==> src/rtl/core/usb_packet_tx_queue_core_assert.svh <==
// Assertion macros used by the packet transmit queue sequencer.
// Expects clk and rst in the including module's scope.
`ifndef USB_PACKET_TX_QUEUE_CORE_ASSERT_SVH
`define USB_PACKET_TX_QUEUE_CORE_ASSERT_SVH

`ifndef SYNTHESIS

// Condition that must hold on every clock edge out of reset.
`define UPTQ_ASSERT_ALWAYS(label, cond, msg) \
  label: assert property (@(posedge clk) disable iff (rst) (cond)) else $error(msg);

// Trigger in one cycle implies consequence in the next.
`define UPTQ_ASSERT_NEXT(label, trig, cons, msg) \
  label: assert property (@(posedge clk) disable iff (rst) (trig) |=> (cons)) else $error(msg);

`else

`define UPTQ_ASSERT_ALWAYS(label, cond, msg)
`define UPTQ_ASSERT_NEXT(label, trig, cons, msg)

`endif

`endif

==> src/rtl/core/uptq_pkg.sv <==
// Package for the packet transmit queue: sizes, codes, payload and status types.
// No dependencies.
`timescale 1ns / 1ps

package uptq_pkg;

  localparam int PACKET_BYTES = 64;
  localparam int SLOT_COUNT   = 16;
  localparam int STORE_BYTES  = PACKET_BYTES * SLOT_COUNT;

  localparam int POS_W  = $clog2(PACKET_BYTES);
  localparam int SLOT_W = $clog2(SLOT_COUNT);
  localparam int ADDR_W = $clog2(STORE_BYTES);

  localparam logic [POS_W-1:0]  POS_LAST  = POS_W'(PACKET_BYTES - 1);
  localparam logic [SLOT_W-1:0] SLOT_LAST = SLOT_W'(SLOT_COUNT - 1);

  localparam logic [7:0] MARK_START  = 8'h3F;  // '?'
  localparam logic [7:0] MARK_HEADER = 8'h23;  // '#'

  // Index of the final byte pushed by each append or header op
  localparam logic [2:0] APPEND_LAST_IDX = 3'd0;
  localparam logic [2:0] HEADER_LAST_IDX = 3'd7;

  typedef enum logic [1:0] {
    OP_APPEND = 2'd0,
    OP_HEADER = 2'd1,
    OP_PAD    = 2'd2,
    OP_READ   = 2'd3
  } op_t;

  typedef enum logic [2:0] {
    ST_IDLE,
    ST_PUSH,
    ST_PAD,
    ST_RD,
    ST_DRAIN
  } state_t;

  typedef struct packed {
    op_t         op;
    logic [7:0]  data_byte;
    logic [15:0] message_id;
    logic [31:0] message_length;
  } cmd_t;

  typedef struct packed {
    logic [7:0]  out_byte;
    logic        last;
    logic        empty_res;
    logic [31:0] drop_count;
  } res_t;

  // Read-side status from the sequencer to the result stage
  typedef struct packed {
    logic        rd_pend;
    logic        rd_last;
    logic        empty_pend;
    logic [31:0] drops;
  } rd_status_t;

  function automatic logic [SLOT_W-1:0] next_slot(input logic [SLOT_W-1:0] s);
    return (s == SLOT_LAST) ? '0 : s + 1'b1;
  endfunction

  function automatic logic [ADDR_W-1:0] mem_addr(input logic [SLOT_W-1:0] slot,
                                                 input logic [POS_W-1:0]  pos);
    return ADDR_W'(slot * PACKET_BYTES) + ADDR_W'(pos);
  endfunction

endpackage

==> src/rtl/core/uptq_ctrl.sv <==
// Sequencer for the packet queue: ring pointers, fill position, drop count,
// and all store accesses. Depends on uptq_pkg and the assertion header.
`timescale 1ns / 1ps

module uptq_ctrl (
  input  logic                      clk,
  input  logic                      rst,
  input  logic                      start,
  input  uptq_pkg::cmd_t            cmd,
  output logic                      busy,
  output logic                      mem_we,
  output logic [uptq_pkg::ADDR_W-1:0] mem_waddr,
  output logic [7:0]                mem_wdata,
  output logic                      mem_re,
  output logic [uptq_pkg::ADDR_W-1:0] mem_raddr,
  output uptq_pkg::rd_status_t      status
);

  import uptq_pkg::*;

  `include "usb_packet_tx_queue_core_assert.svh"

  state_t            state;
  state_t            state_next;
  cmd_t              c;
  logic [2:0]        k;
  logic [POS_W-1:0]  fill;
  logic [POS_W-1:0]  rpos;
  logic [SLOT_W-1:0] read_slot;
  logic [SLOT_W-1:0] write_slot;
  logic [31:0]       drops;
  logic              rd_pend;
  logic              rd_last;
  logic              empty_pend;
  logic [7:0]        push_val;
  logic [2:0]        push_last_idx;
  logic              opening;

  assign opening       = (fill == '0);
  assign push_last_idx = (c.op == OP_APPEND) ? APPEND_LAST_IDX : HEADER_LAST_IDX;

  // Byte k of the current op; header bytes are big-endian
  always_comb begin
    case (k)
      3'd0:    push_val = (c.op == OP_APPEND) ? c.data_byte : MARK_HEADER;
      3'd1:    push_val = MARK_HEADER;
      3'd2:    push_val = c.message_id[15:8];
      3'd3:    push_val = c.message_id[7:0];
      3'd4:    push_val = c.message_length[31:24];
      3'd5:    push_val = c.message_length[23:16];
      3'd6:    push_val = c.message_length[15:8];
      default: push_val = c.message_length[7:0];
    endcase
  end

  // Next state
  always_comb begin
    state_next = state;
    unique case (state)
      ST_IDLE: begin
        if (start) begin
          unique case (cmd.op)
            OP_APPEND, OP_HEADER: state_next = ST_PUSH;
            OP_PAD:   state_next = opening ? ST_IDLE : ST_PAD;
            OP_READ:  state_next = (read_slot == write_slot) ? ST_IDLE : ST_RD;
            default:  state_next = ST_IDLE;
          endcase
        end
      end
      ST_PUSH:  if (!opening && k == push_last_idx) state_next = ST_IDLE;
      ST_PAD:   if (fill == POS_LAST) state_next = ST_IDLE;
      ST_RD:    if (rpos == POS_LAST) state_next = ST_DRAIN;
      ST_DRAIN: state_next = ST_IDLE;
      default:  state_next = ST_IDLE;
    endcase
  end

  // Store port drive
  always_comb begin
    mem_we    = 1'b0;
    mem_waddr = mem_addr(write_slot, opening ? '0 : fill);
    mem_wdata = 8'h00;
    mem_re    = 1'b0;
    mem_raddr = mem_addr(read_slot, rpos);
    unique case (state)
      ST_PUSH: begin
        mem_we    = 1'b1;
        mem_wdata = opening ? MARK_START : push_val;
      end
      ST_PAD: begin
        mem_we = 1'b1;
      end
      ST_RD: begin
        mem_re = 1'b1;
      end
      default: begin
        mem_we = 1'b0;
      end
    endcase
  end

  always_ff @(posedge clk) begin
    if (state == ST_IDLE && start) begin
      c <= cmd;
    end
  end

  always_ff @(posedge clk) begin
    if (rst) begin
      state      <= ST_IDLE;
      k          <= '0;
      fill       <= '0;
      rpos       <= '0;
      read_slot  <= '0;
      write_slot <= '0;
      drops      <= '0;
      rd_pend    <= 1'b0;
      rd_last    <= 1'b0;
      empty_pend <= 1'b0;
    end else begin
      state      <= state_next;
      rd_pend    <= (state == ST_RD);
      rd_last    <= (state == ST_RD) && (rpos == POS_LAST);
      empty_pend <= 1'b0;
      unique case (state)
        ST_IDLE: begin
          if (start) begin
            k    <= '0;
            rpos <= '0;
            if (cmd.op == OP_READ && read_slot == write_slot) begin
              empty_pend <= 1'b1;
            end
          end
        end
        ST_PUSH: begin
          if (opening) begin
            // new packet: '?' goes in this cycle, drop oldest if ring is full
            fill <= POS_W'(1);
            if (next_slot(write_slot) == read_slot) begin
              read_slot <= next_slot(read_slot);
              drops     <= drops + 32'd1;
            end
          end else begin
            k <= k + 3'd1;
            if (fill == POS_LAST) begin
              fill       <= '0;
              write_slot <= next_slot(write_slot);
            end else begin
              fill <= fill + 1'b1;
            end
          end
        end
        ST_PAD: begin
          if (fill == POS_LAST) begin
            fill       <= '0;
            write_slot <= next_slot(write_slot);
          end else begin
            fill <= fill + 1'b1;
          end
        end
        ST_RD: begin
          rpos <= rpos + 1'b1;
          if (rpos == POS_LAST) begin
            read_slot <= next_slot(read_slot);
          end
        end
        default: begin
          k <= k;
        end
      endcase
    end
  end

  assign busy              = (state != ST_IDLE);
  assign status.rd_pend    = rd_pend;
  assign status.rd_last    = rd_last;
  assign status.empty_pend = empty_pend;
  assign status.drops      = drops;

  `UPTQ_ASSERT_NEXT(a_rd_data_follows, state == ST_RD, rd_pend, "read issue without data")
  `UPTQ_ASSERT_ALWAYS(a_no_dual_result, !(rd_pend && empty_pend), "packet and empty overlap")
  `UPTQ_ASSERT_ALWAYS(a_no_write_in_read, !(mem_we && mem_re), "store written during read")
  `UPTQ_ASSERT_NEXT(a_last_ends_read, rd_last, state == ST_IDLE, "last byte not at read end")
  `UPTQ_ASSERT_NEXT(a_pad_open, state == ST_PAD && fill != POS_LAST, fill != '0,
                    "pad lost open packet")

endmodule

==> config.mk <==
export PLATFORM = sky130hd
export DESIGN_NAME = uptq_ctrl
export DESIGN_NICKNAME = d
export VERILOG_FILES = /design/src/rtl/core/uptq_pkg.sv /design/src/rtl/core/uptq_ctrl.sv
export VERILOG_INCLUDE_DIRS = /design/src /design/src/rtl/core
export SDC_FILE = /design/constraint.sdc
export NUM_CORES = 1
export LEC_CHECK = 0
export BUFFER_PORTS_ARGS = -buffer_cell sky130_fd_sc_hd__buf_2
export CAP_MARGIN = 20
export CORE_UTILIZATION = 49
export DETAILED_ROUTE_END_ITERATION = 8
export HOLD_SLACK_MARGIN = 0.15
export PLACE_DENSITY = 0.76
export SLEW_MARGIN = 20
export SYNTH_ARGS = -nofsm -noshare
export SYNTH_HDL_FRONTEND = slang
export SYNTH_SLANG_ARGS = --single-unit
==> constraint.sdc <==
create_clock -name clk -period 3.4 [get_ports clk]
set_clock_uncertainty 0.05 [all_clocks]
set_input_delay 1.02 -clock clk [delete_from_list [all_inputs] [get_ports clk]]
set_output_delay 1.02 -clock clk [all_outputs]
set_load 0.01 [all_outputs]
==> out/qor.yml, run 1 <==
power_and_ir_drop:
  pwr_density_cell_nw_per_um2: 505
  power.total_mw: 3.58
  peakVddDrop_mv: 0.386
  p_leak_nw: 2.80
critical_path:
  critPathTopFamily: "buffers and inverters"
  crit_type: "flop to output pin"
  worstPathRequired_ps: 2330
  critPathMaxStageDelay_ps: 380
  endpoint_kind: "output pin"
  crit_arrival_ps: 2250
  path_cells: "inv_1 > ha_4 > buf_4 > nor4_2 > buf_4 > a221oi_1 > o21ai_0 > a21oi_1 > nor2_1 > buf_2"
  start_kind: "flop"
  cp_common_cell: "buf_4"
  crit_path_max_fanout: 8
  slowest_stage: "dfxtp_4"
  path_buf_inv: 4
detailed_routing:
  dr.pass1.iters: 6
  routed_wirelength_mm: 13.4
  drtAntennaViolNets: 0
  first_iter_violations: 551
  vias_per_cell: 5.92
  route.detailed.drc: 0
  vias: 4792
  wl_per_cell_um: 16.6
grt:
  grt_pass1_wl_mm: 20.9
  grt_pass1_vias: 4317
  grt.overflow.total: 0
  antenna_found_initial: 0
  grt_usage_pct: 23.7
  grt_max_degree: 43
layout:
  fin_cells: 809
  n_antenna_cell: 0
  nNetsFinal: 728
  fillCellCount: 827
  final_layout_size_suffix_gt1_share_pct: 31.5
  layout-area-overhead-vs-synth_pct: 27.5
  multi_input_area_um2: 2510
  ff_latch_area_um2: 2970
floorplanning:
  initial_core_util_pct: 50.9
  core_area_um2: 10900
  num_io_pins: 127
  chipHeight_um: 109
  fp-row-count: 38
  die_width_um: 109
  dieArea_um2: 11800
sta:
  slew_headroom_pct: 47.9
  worst_slew_pin_slew_ps: 777
  min_period_over_period_pct: 97.6
  fin_crit_ps: 3320
  finalSetupViolations: 0
  fmax_mhz: 301
  finalHoldViolations: 0
  maxSlewViolCount: 0
clock_network:
  cts_tree: "yes"
  cts_buffer_depth: 2
  clk_pin_slew_worst_paths_ps: 50
  clock-sinks: 119
  root_buffer: "clkbuf_16"
  cts_inserted_buffers: 17
  postCtsHoldBufs: 0
  clock_latency_ps: 420
  cts_max_level: 4
yosys:
  yosysUniqueCellTypes: 61
  synth_edf_count: 58
  synth_seq_area_share_pct: 53.2
  synth-main-ff-cell: "dfxtp_1"
  async_reset_ff_share_pct: 0
  syn_inst: 530
  avgSynthCellArea_um2: 10.5
  synth_nets: 602
  ys_seq_elements: 119
  yosys_warnings: 0
  synth_area_um2: 5570
hold_path:
  hp-class: "flop to flop"
placement:
  placed_cells: 773
  hpwl_mm: 9.19
  globalplace.congestion: 0.840
  io_buffers: 126
job:
  drv_cap: 0
outcome:
  outcome: "finished, final reports clean"
## placed cells by master, fill, tap and decap left out, types with 13 or more instances in the layout
| master | Yosys | layout |
|---|---|---|
| buf_4 | 3 | 18 |
| clkbuf_16 | 0 | 17 |
| dfxtp_1 | 61 | 59 |
| a21oi_1 | 43 | 43 |
| mux2_1 | 13 | 13 |
| nor2b_1 | 13 | 13 |
| nand3_1 | 22 | 22 |
| nand2_1 | 37 | 37 |
| buf_2 | 4 | 126 |
| edfxtp_1 | 58 | 58 |
| nor2_1 | 40 | 39 |
| o21ai_0 | 16 | 16 |
## sequential cells by signal, indices dropped and copies added (netlist names)
signal      flops
c              58
drops          32
empty_pend      1
fill            6
k               3
rd_last         1
rd_pend         1
read_slot       4
rpos            6
state           3
write_slot      4
## Yosys cell counts, types with 3 or more instances
cell       n  area share (%)
or4_1     12             1.6
nor2b_1   13             1.5
nor2_1    40             2.7
mux2_1    13             2.6
a222oi_1   6             1.1
o31ai_1    9             1.2
nand4_1   11             1.2
and3_1     4            0.45
o21ai_0   16             1.4
o21a_1     3            0.40
nand2b_1   5            0.56
a311oi_1   4            0.63
buf_2      4            0.36
nor3_1     6            0.54
edfxtp_1  58              31
or2_2      9             1.0
o311ai_1   5            0.79
mux2i_1    4            0.72
nand3_1   22             2.0
clkbuf_1  30             2.0
a221oi_1  10             1.6
or3_1      5            0.56
a21oi_1   43             3.9
nor4_1     5            0.56
nand2_1   37             2.5
a31oi_1    7            0.79
xnor2_1    5            0.79
nor4_2     3            0.67
dfxtp_1   61              22
o41ai_1    7             1.1
xor2_1     4            0.63
ha_1      11             2.5
nor3b_1   10             1.3
buf_4      3            0.40
inv_1      9            0.61
## report_power, final
group	total [mW]	leakage, nW	internal, mW	switching [mW]
combinational	0.162	1.46	0.0669	0.0956
clock	1.84	0.281	1.21	0.628
sequential	1.58	1.05	1.56	0.0183
total	3.58	2.80	2.84	0.742
## worst min-delay path, stage by stage, from the launching register on
cell and delay, ps:
dfxtp_1 330, o31ai_1 70, a21oi_1 50
## per-stage QoR
step / TNS (ps) / setup WS [ps] / instance area (µm²) / utilization (%) / hold slack [ps]
after CTS: 0 / 8.29 / 7010 / 64.1 / 448
after detailed placement: 0 / 293 / 6360 / 58.2 / 439
final: 0 / 82.7 / 7100 / 64.9 / 449
after floorplan: 0 / 188 / 5570 / - / 449
after global placement: 0 / 335 / 6360 / 58.2 / 420
after global routing: -33.1 / -22.0 / 7100 / 64.9 / 484
## area by class of cell
type / instances / area share, %
Clock inverter: 14 / 2.57
Sequential cell: 119 / 41.8
Inverter: 11 / 0.634
Timing Repair Buffer: 145 / 11.1
Tap cell: 140 / 2.47
Clock buffer: 18 / 6.04
Multi-Input combinational cell: 362 / 35.4
## kinds of logic (layout without fill, tap and decap cells)
| family | Yosys count | count (layout) | synth area share (%) |
|---|---|---|---|
| flip-flops | 119 | 119 | 53.2 |
| AO/OA/AOI/OAI | 126 | 126 | 15.3 |
| XOR/XNOR | 10 | 10 | 1.82 |
| buffers and inverters | 49 | 188 | 3.60 |
| adder cells (fa/ha/maj) | 11 | 11 | 2.47 |
| multiplexers | 18 | 18 | 3.55 |
| AND/OR/NAND/NOR | 197 | 197 | 20.1 |
## final timing paths
kind	startpoint	end	slack, ps	depth (start not counted)
min	drops[9]	drops[9]	450	2
min reg2reg	drops[9]	drops[9]	450	2
max reg2reg	fill[0]	drops[27]	540	7
max	k[1]	mem_wdata[6]	80	10
## per-layer routing
metal / GRT usage (%) / routed length (µm) / vias up
met5: 0 / 0 / -
li1: - / - / 2288
met1: 29.4 / 5790 / 2317
met2: 38.2 / 6610 / 160
met3: 6.21 / 716 / 27
met4: 12.0 / 284 / 0
## what timing repair did
action                                  4_1_cts  5_1_grt
pin swaps                                     1        3
buffers inserted                              0        4
gates resized for setup                       9       12
endpoints found under the setup margin        7       10
Note: power is estimated with default switching activity, not from simulation.
==> inputs of run 2 (changes only) <==
CORE_UTILIZATION = 58   (was 49)
PLACE_DENSITY = 0.85   (was 0.76)
clock period = 4 ns   (was 3.4 ns; I/O delays follow)
==> run 2 against run 1 <==
  * Wire length increased by 1.7%
  * Power fell by 19%
  * Count of clock-buffer cells in the layout decreased by 1
  * Critical path depth is 1 lower
  * Sequential share of layout area increased by 1.5 points
  * Largest cell class unchanged
  * Clock power is 23% lower
  * Die area is 15% lower
==> out/qor.yml, run 2 (synthesized netlist as in run 1, its figures left out) <==
outcome:
  outcome: "finished, final reports clean"  # unchanged
critical_path:
  crit_arrival_ps: 2600  # was 2250 ps
  endpoint_kind: "output pin"  # unchanged
  critPathMaxStageDelay_ps: 440  # was 380 ps
  ff2ff_setup_slack_ps: 990  # was 540 ps
  crit_path_max_fanout: 10  # was 8
  path_cells: "ha_1 > ha_1 > nor4_1 > buf_4 > a221oi_1 > o21ai_0 > a21oi_1 > nor2_1 > buf_2"  # was inv_1 > ha_4 > buf_4 > nor4_2 > buf_4 > a221oi_1 > o21ai_0 > a21oi_1 > nor2_1 > buf_2
  slowest_stage: "dfxtp_1"  # was dfxtp_4
  start_kind: "flop"  # unchanged
  path_buf_inv: 2  # was 4
  critPathTopFamily: "adder cells"  # was buffers and inverters
  worstPathRequired_ps: 2750  # was 2330 ps
  cp_common_cell: "ha_1"  # was buf_4
  crit_type: "flop to output pin"  # unchanged
sta:
  min_period_over_period_pct: 96.2
  tns_ps: 0  # unchanged
  fin_ws_ps: 153  # was 82.7 ps
  fmax_mhz: 260
  fin_crit_ps: 3850
  maxSlewViolCount: 0  # unchanged
  finalHoldViolations: 0  # unchanged
  slew_headroom_pct: 38.8  # was 47.9%
  whs_ps: 458  # was 449 ps
  worst_slew_pin_slew_ps: 913  # was 777 ps
  finalSetupViolations: 0  # unchanged
floorplanning:
  initial_core_util_pct: 60.0  # was 50.9%
  fp-row-count: 35  # was 38
  core_area_um2: 9280  # was 10900 µm²
  num_io_pins: 127  # unchanged
  chipHeight_um: 100  # was 109 µm
  dieArea_um2: 10000  # was 11800 µm²
  die_width_um: 100  # was 109 µm
clock_network:
  clock-sinks: 119  # unchanged
  cts_tree: "yes"  # unchanged
  root_buffer: "clkbuf_8"  # was clkbuf_16
  clk_pin_slew_worst_paths_ps: 70  # was 50 ps
  cts_max_level: 4  # unchanged
  post_cts_buffers: 0  # unchanged
  cts_inserted_buffers: 17  # unchanged
  postCtsHoldBufs: 0  # unchanged
  clock_latency_ps: 520  # was 420 ps
  cts_buffer_depth: 2  # unchanged
grt:
  antenna_found_initial: 0  # unchanged
  grt_pass1_vias: 4495  # was 4317
  grt_usage_pct: 27.5  # was 23.7%
  grt.overflow.total: 0  # unchanged
  grt_max_degree: 49  # was 43
  grt_pass1_wl_mm: 21.4  # was 20.9 mm
layout:
  postLayoutCoreUtil_pct: 73.8  # was 64.9%
  largest_reg_flops: 58  # unchanged
  layout_common_cells: "126 x buf_2, 60 x dfxtp_1, 58 x edfxtp_1, 43 x a21oi_1, 40 x nor2_1"  # was 126 x buf_2, 59 x dfxtp_1, 58 x edfxtp_1, 43 x a21oi_1, 39 x nor2_1
  final_area_um2: 6850  # was 7100 µm²
  fin_cells: 785  # was 809
  final_layout_size_suffix_gt1_share_pct: 29.7  # was 31.5%
  largestRegisters: "c: 58 flops, drops: 32 flops"  # unchanged
  layout-area-overhead-vs-synth_pct: 23.1  # was 27.5%
  n_antenna_cell: 0  # unchanged
  max_flop_register: "c"  # unchanged
  layout_commonest_cell: "buf_2"  # unchanged
  nNetsFinal: 715  # was 728
  fillCellCount: 637  # was 827
placement:
  pre_cts_slack_ps: 510  # was 293 ps
  globalplace.congestion: 0.873  # was 0.840
  hpwl_mm: 9.02  # was 9.19 mm
  io_buffers: 126  # unchanged
  placed_cells: 753  # was 773
  dpl_cell_area_um2: 6280  # was 6360 µm²
detailed_routing:
  route.detailed.drc: 0  # unchanged
  wl_per_cell_um: 17.4  # was 16.6 µm
  vias_per_cell: 6.12  # was 5.92
  first_iter_violations: 262  # was 551
  vias: 4803  # was 4792
  dr.pass1.iters: 5  # was 6
  drtAntennaViolNets: 0  # unchanged
  routed_wirelength_mm: 13.6  # was 13.4 mm
power_and_ir_drop:
  pwr_density_cell_nw_per_um2: 422  # was 505 nW/µm²
  p_leak_nw: 2.72  # was 2.80 nW
  power.total_mw: 2.89  # was 3.58 mW
  peakVddDrop_mv: 0.318  # was 0.386 mV
hold_path:
  hp-class: "flop to flop"  # unchanged
job:
  drv_cap: 0  # unchanged
## run 2: timing repair
action,4_1_cts,5_1_grt
gates resized for setup,1,6
cloned,0,0
endpoints found under the setup margin,3,4
## run 2: path summary, 6_finish.rpt
check,startpoint,endpoint,cells past startpoint
worst max-delay path,k[0],mem_wdata[6],9
worst max register to register,state[2],drops[25],7
worst min register to register,drops[17],drops[17],2
worst min-delay path,drops[17],drops[17],2
## run 2: layout make-up
cell class                 instances  area [µm²]  area share (%)
clock buffer                      17         414            6.04
clock inverter                    15         143            2.08
inverter                          11        42.5           0.621
multi-input combinational        362        2440            35.6
sequential                       119        2960            43.3
tap                              129         161            2.36
timing repair buffer             132         688            10.0
## run 2: where the power goes
group	leakage [nW]	total [mW]	internal, mW	switching (mW)
clock network	0.270	1.42	0.834	0.585
registers	1.05	1.34	1.33	0.0172
logic	1.39	0.130	0.0501	0.0799
## run 2: routing by layer
layer | up-vias | wire length (µm) | track usage (%)
met5 | - | 0 | 0
met4 | 0 | 255 | 10.4
met3 | 24 | 949 | 6.62
met2 | 232 | 6750 | 46.2
met1 | 2301 | 5680 | 34.6
li1 | 2246 | - | -
## run 2: worst reg2reg max path: cells and delay by family, from the launching register on
kind	cells	cell delay, ps
muxes	1	350
and+or+nand+nor	4	1450
buffers and inverters	2	550
DFF	1	500
==> inputs of run 3 (changes only) <==
--- a/config.mk
+++ b/config.mk
@@ -7,4 +7,5 @@
 export NUM_CORES = 1
 export LEC_CHECK = 0
+export ABC_CLOCK_PERIOD_IN_PS = 4000
 export BUFFER_PORTS_ARGS = -buffer_cell sky130_fd_sc_hd__buf_2
 export CAP_MARGIN = 20
==> constraint.sdc (replaced) <==
create_clock -name clk -period 4 [get_ports clk]
set_clock_uncertainty 0.05 [all_clocks]
set_input_delay 1.2 -clock clk [delete_from_list [all_inputs] [get_ports clk]]
set_output_delay 1.2 -clock clk [all_outputs]
set_load 0.1 [all_outputs]
==> run 3 against run 2 <==
  * First-iteration DRC count increased by 48%
  * Critical endpoint is now mem_wdata[3]
  * Cell count increased by 0.13%
  * Largest power group unchanged
  * Global-route usage increased by 2.5 points
  * Design area increased by 4.9%
  * Combinational power increased by 46%
  * Sequential power about the same
  * Sequential cell count unchanged
  * Via count increased by 3.0%
==> out/qor.yml, run 3 (synthesized netlist as in run 1, its figures left out) <==
detailed_routing:
  first_iter_violations: 387  # was 262
  dr.pass1.iters: 7  # was 5
  wl_per_cell_um: 18.7  # was 17.4 µm
  route.detailed.drc: 0  # unchanged
  vias_per_cell: 6.29  # was 6.12
  routed_wirelength_mm: 14.7  # was 13.6 mm
  drtAntennaViolNets: 0  # unchanged
  vias: 4946  # was 4803
grt:
  use_met2_pct: 50.5  # was 46.2%
  grt_pass1_vias: 4546  # was 4495
  grt.overflow.total: 0  # unchanged
  use_met3_pct: 6.82  # was 6.62%
  grt_max_degree: 53  # was 49
  met1_usage_pct: 35.9  # was 34.6%
  grt_busiest_layer: "met2"  # unchanged
  antenna_found_initial: 0  # unchanged
  grt_pass1_wl_mm: 22.7  # was 21.4 mm
  grt_usage_pct: 30.0  # was 27.5%
layout:
  layout_common_cells: "118 x buf_2, 58 x edfxtp_1, 58 x dfxtp_1, 43 x a21oi_1"  # was 126 x buf_2, 60 x dfxtp_1, 58 x edfxtp_1, 43 x a21oi_1, 40 x nor2_1
  largestRegisters: "c: 58 flops, drops: 32 flops"  # unchanged
  ff_latch_area_um2: 2970  # was 2960 µm²
  max_flop_register: "c"  # unchanged
  postLayoutCoreUtil_pct: 77.5  # was 73.8%
  fin_cells: 786  # was 785
  largest_reg_flops: 58  # unchanged
  layout-area-overhead-vs-synth_pct: 29.2  # was 23.1%
  multi_input_area_um2: 2560  # was 2440 µm²
  n_antenna_cell: 0  # unchanged
  nNetsFinal: 716  # was 715
  layout_commonest_cell: "buf_2"  # unchanged
  final_layout_size_suffix_gt1_share_pct: 31.1  # was 29.7%
  fillCellCount: 563  # was 637
critical_path:
  critPathMaxStageDelay_ps: 570  # was 440 ps
  crit_type: "flop to output pin"  # unchanged
  critPathLaunch: "k[2]"  # was k[0]
  r2r_end: "drops[13]"  # was drops[25]
  crit_path_max_fanout: 10  # unchanged
  ff2ff_setup_slack_ps: 670  # was 990 ps
  rr_startpoint: "state[2]"  # unchanged
  crit_arrival_ps: 2670  # was 2600 ps
  path_cells: "clkinv_1 > ha_2 > or4_1 > nor2_1 > a21oi_1 > o21a_1 > buf_12"  # was ha_1 > ha_1 > nor4_1 > buf_4 > a221oi_1 > o21ai_0 > a21oi_1 > nor2_1 > buf_2
  worstPathRequired_ps: 2750  # about the same
  worstRegToRegCells: 6  # was 7
  endpoint_kind: "output pin"  # unchanged
  start_kind: "flop"  # unchanged
  slowest_stage: "or4_1"  # was dfxtp_1
clock_network:
  clk_pin_slew_worst_paths_ps: 60  # was 70 ps
  cts_inserted_buffers: 17  # unchanged
  cts_buffer_depth: 2  # unchanged
  clock-sinks: 119  # unchanged
  cts_max_level: 4  # unchanged
  cts_tree: "yes"  # unchanged
  post_cts_buffers: 0  # unchanged
  root_buffer: "clkbuf_8"  # unchanged
  clock_latency_ps: 520  # about the same
hold_path:
  hold_start: "drops[4]"  # was drops[17]
  whs_endpoint: "drops[4]"  # was drops[17]
  hold_depth: 2  # unchanged
  hp-class: "flop to flop"  # unchanged
power_and_ir_drop:
  pwr_density_cell_nw_per_um2: 446  # was 422 nW/µm²
  power_frac_seq_pct: 42.1  # was 46.5%
  p_switching_mw: 0.734  # was 0.682 mW
  p_leak_nw: 2.79  # was 2.72 nW
  p_sw_share_pct: 22.9  # was 23.6%
  clockPowerShare_pct: 52.0  # was 49.0%
  p_int_mw: 2.47  # was 2.21 mW
  pwr-share-comb_pct: 5.9  # was 4.5%
  peakVddDrop_mv: 0.409  # was 0.318 mV
sta:
  fin_crit_ps: 3920  # was 3850 ps
  finalHoldViolations: 0  # unchanged
  min_period_over_period_pct: 98.0  # was 96.2%
  worst_slew_pin_slew_ps: 902  # was 913 ps
  fmax_mhz: 255  # was 260 MHz
  maxSlewViolCount: 0  # unchanged
  finalSetupViolations: 0  # unchanged
  slew_headroom_pct: 39.5  # was 38.8%
floorplanning:
  dieArea_um2: 10000  # unchanged
  core_area_um2: 9280  # unchanged
  num_io_pins: 127  # unchanged
  initial_core_util_pct: 60.0  # unchanged
  chipHeight_um: 100  # unchanged
  die_width_um: 100  # unchanged
  fp-row-count: 35  # unchanged
placement:
  io_buffers: 126  # unchanged
  globalplace.congestion: 0.846  # was 0.873
  placed_cells: 753  # unchanged
  hpwl_mm: 9.44  # was 9.02 mm
outcome:
  outcome: "finished, final reports clean"  # unchanged
job:
  drv_cap: 0  # unchanged
## run 3: worst max-delay path by stage
stage                     slack, ps           end  depth (start not counted)
after global placement          580  mem_wdata[1]                          7
after floorplan                  80  mem_wdata[2]                          8
after CTS                         2  mem_wdata[4]                          8
final                            80  mem_wdata[3]                          7
after detailed placement        340  mem_wdata[5]                          7
after global routing            -20  mem_wdata[3]                          7
## run 3: timing repair
action | 4_1_cts | 5_1_grt
endpoints found under the setup margin | 8 | 10
hold buffers | 0 | 0
pin swaps | 1 | 1
gates resized for setup | 6 | 12
## run 3: area by class of cell
class	count	area share [%]
sequential	119	41.2
multi-input combinational	362	35.6
timing repair buffer	133	11.4
clock buffer	17	5.76
clock inverter	15	3.13
tap	129	2.24
inverter	11	0.574
## run 3: routing by layer
metal	vias to the layer above	wire, µm
met1	2329	5710
met3	45	1250
met5	-	0
li1	2253	-
met2	319	7310
met4	0	425
## run 3: per-stage QoR
step / TNS (ps) / setup WS, ps / instance area, µm² / power, mW / hold slack [ps]
finish: 0 / 82.0 / 7190 / 3.21 / 455
global route: -18.4 / -18.4 / 7190 / 3.27 / 484
global placement: 0 / 580 / 6460 / 1.54 / 424
floorplan: 0 / 80.1 / 5630 / 1.47 / 449
CTS: 0 / 2.00 / 7120 / 3.20 / 455
detailed placement: 0 / 339 / 6460 / 1.55 / 446
## run 3: worst max-delay path, delay by kind of cell, from the launching register on
kind,cells,cell delay (ps)
fa+ha+maj,1,310
compound gates,2,300
flops,1,440
buf+inv,2,310
simple gates,2,770
## run 3: power by group through the flow
| stage | Clock (mW) | Combinational [mW] | Sequential [mW] |
|---|---|---|---|
| floorplan | 0 | 0.111 | 1.36 |
| global placement | 0 | 0.176 | 1.37 |
| detailed placement | 0 | 0.182 | 1.37 |
| CTS | 1.67 | 0.185 | 1.35 |
| global route | 1.73 | 0.200 | 1.35 |
| finish | 1.67 | 0.190 | 1.35 |
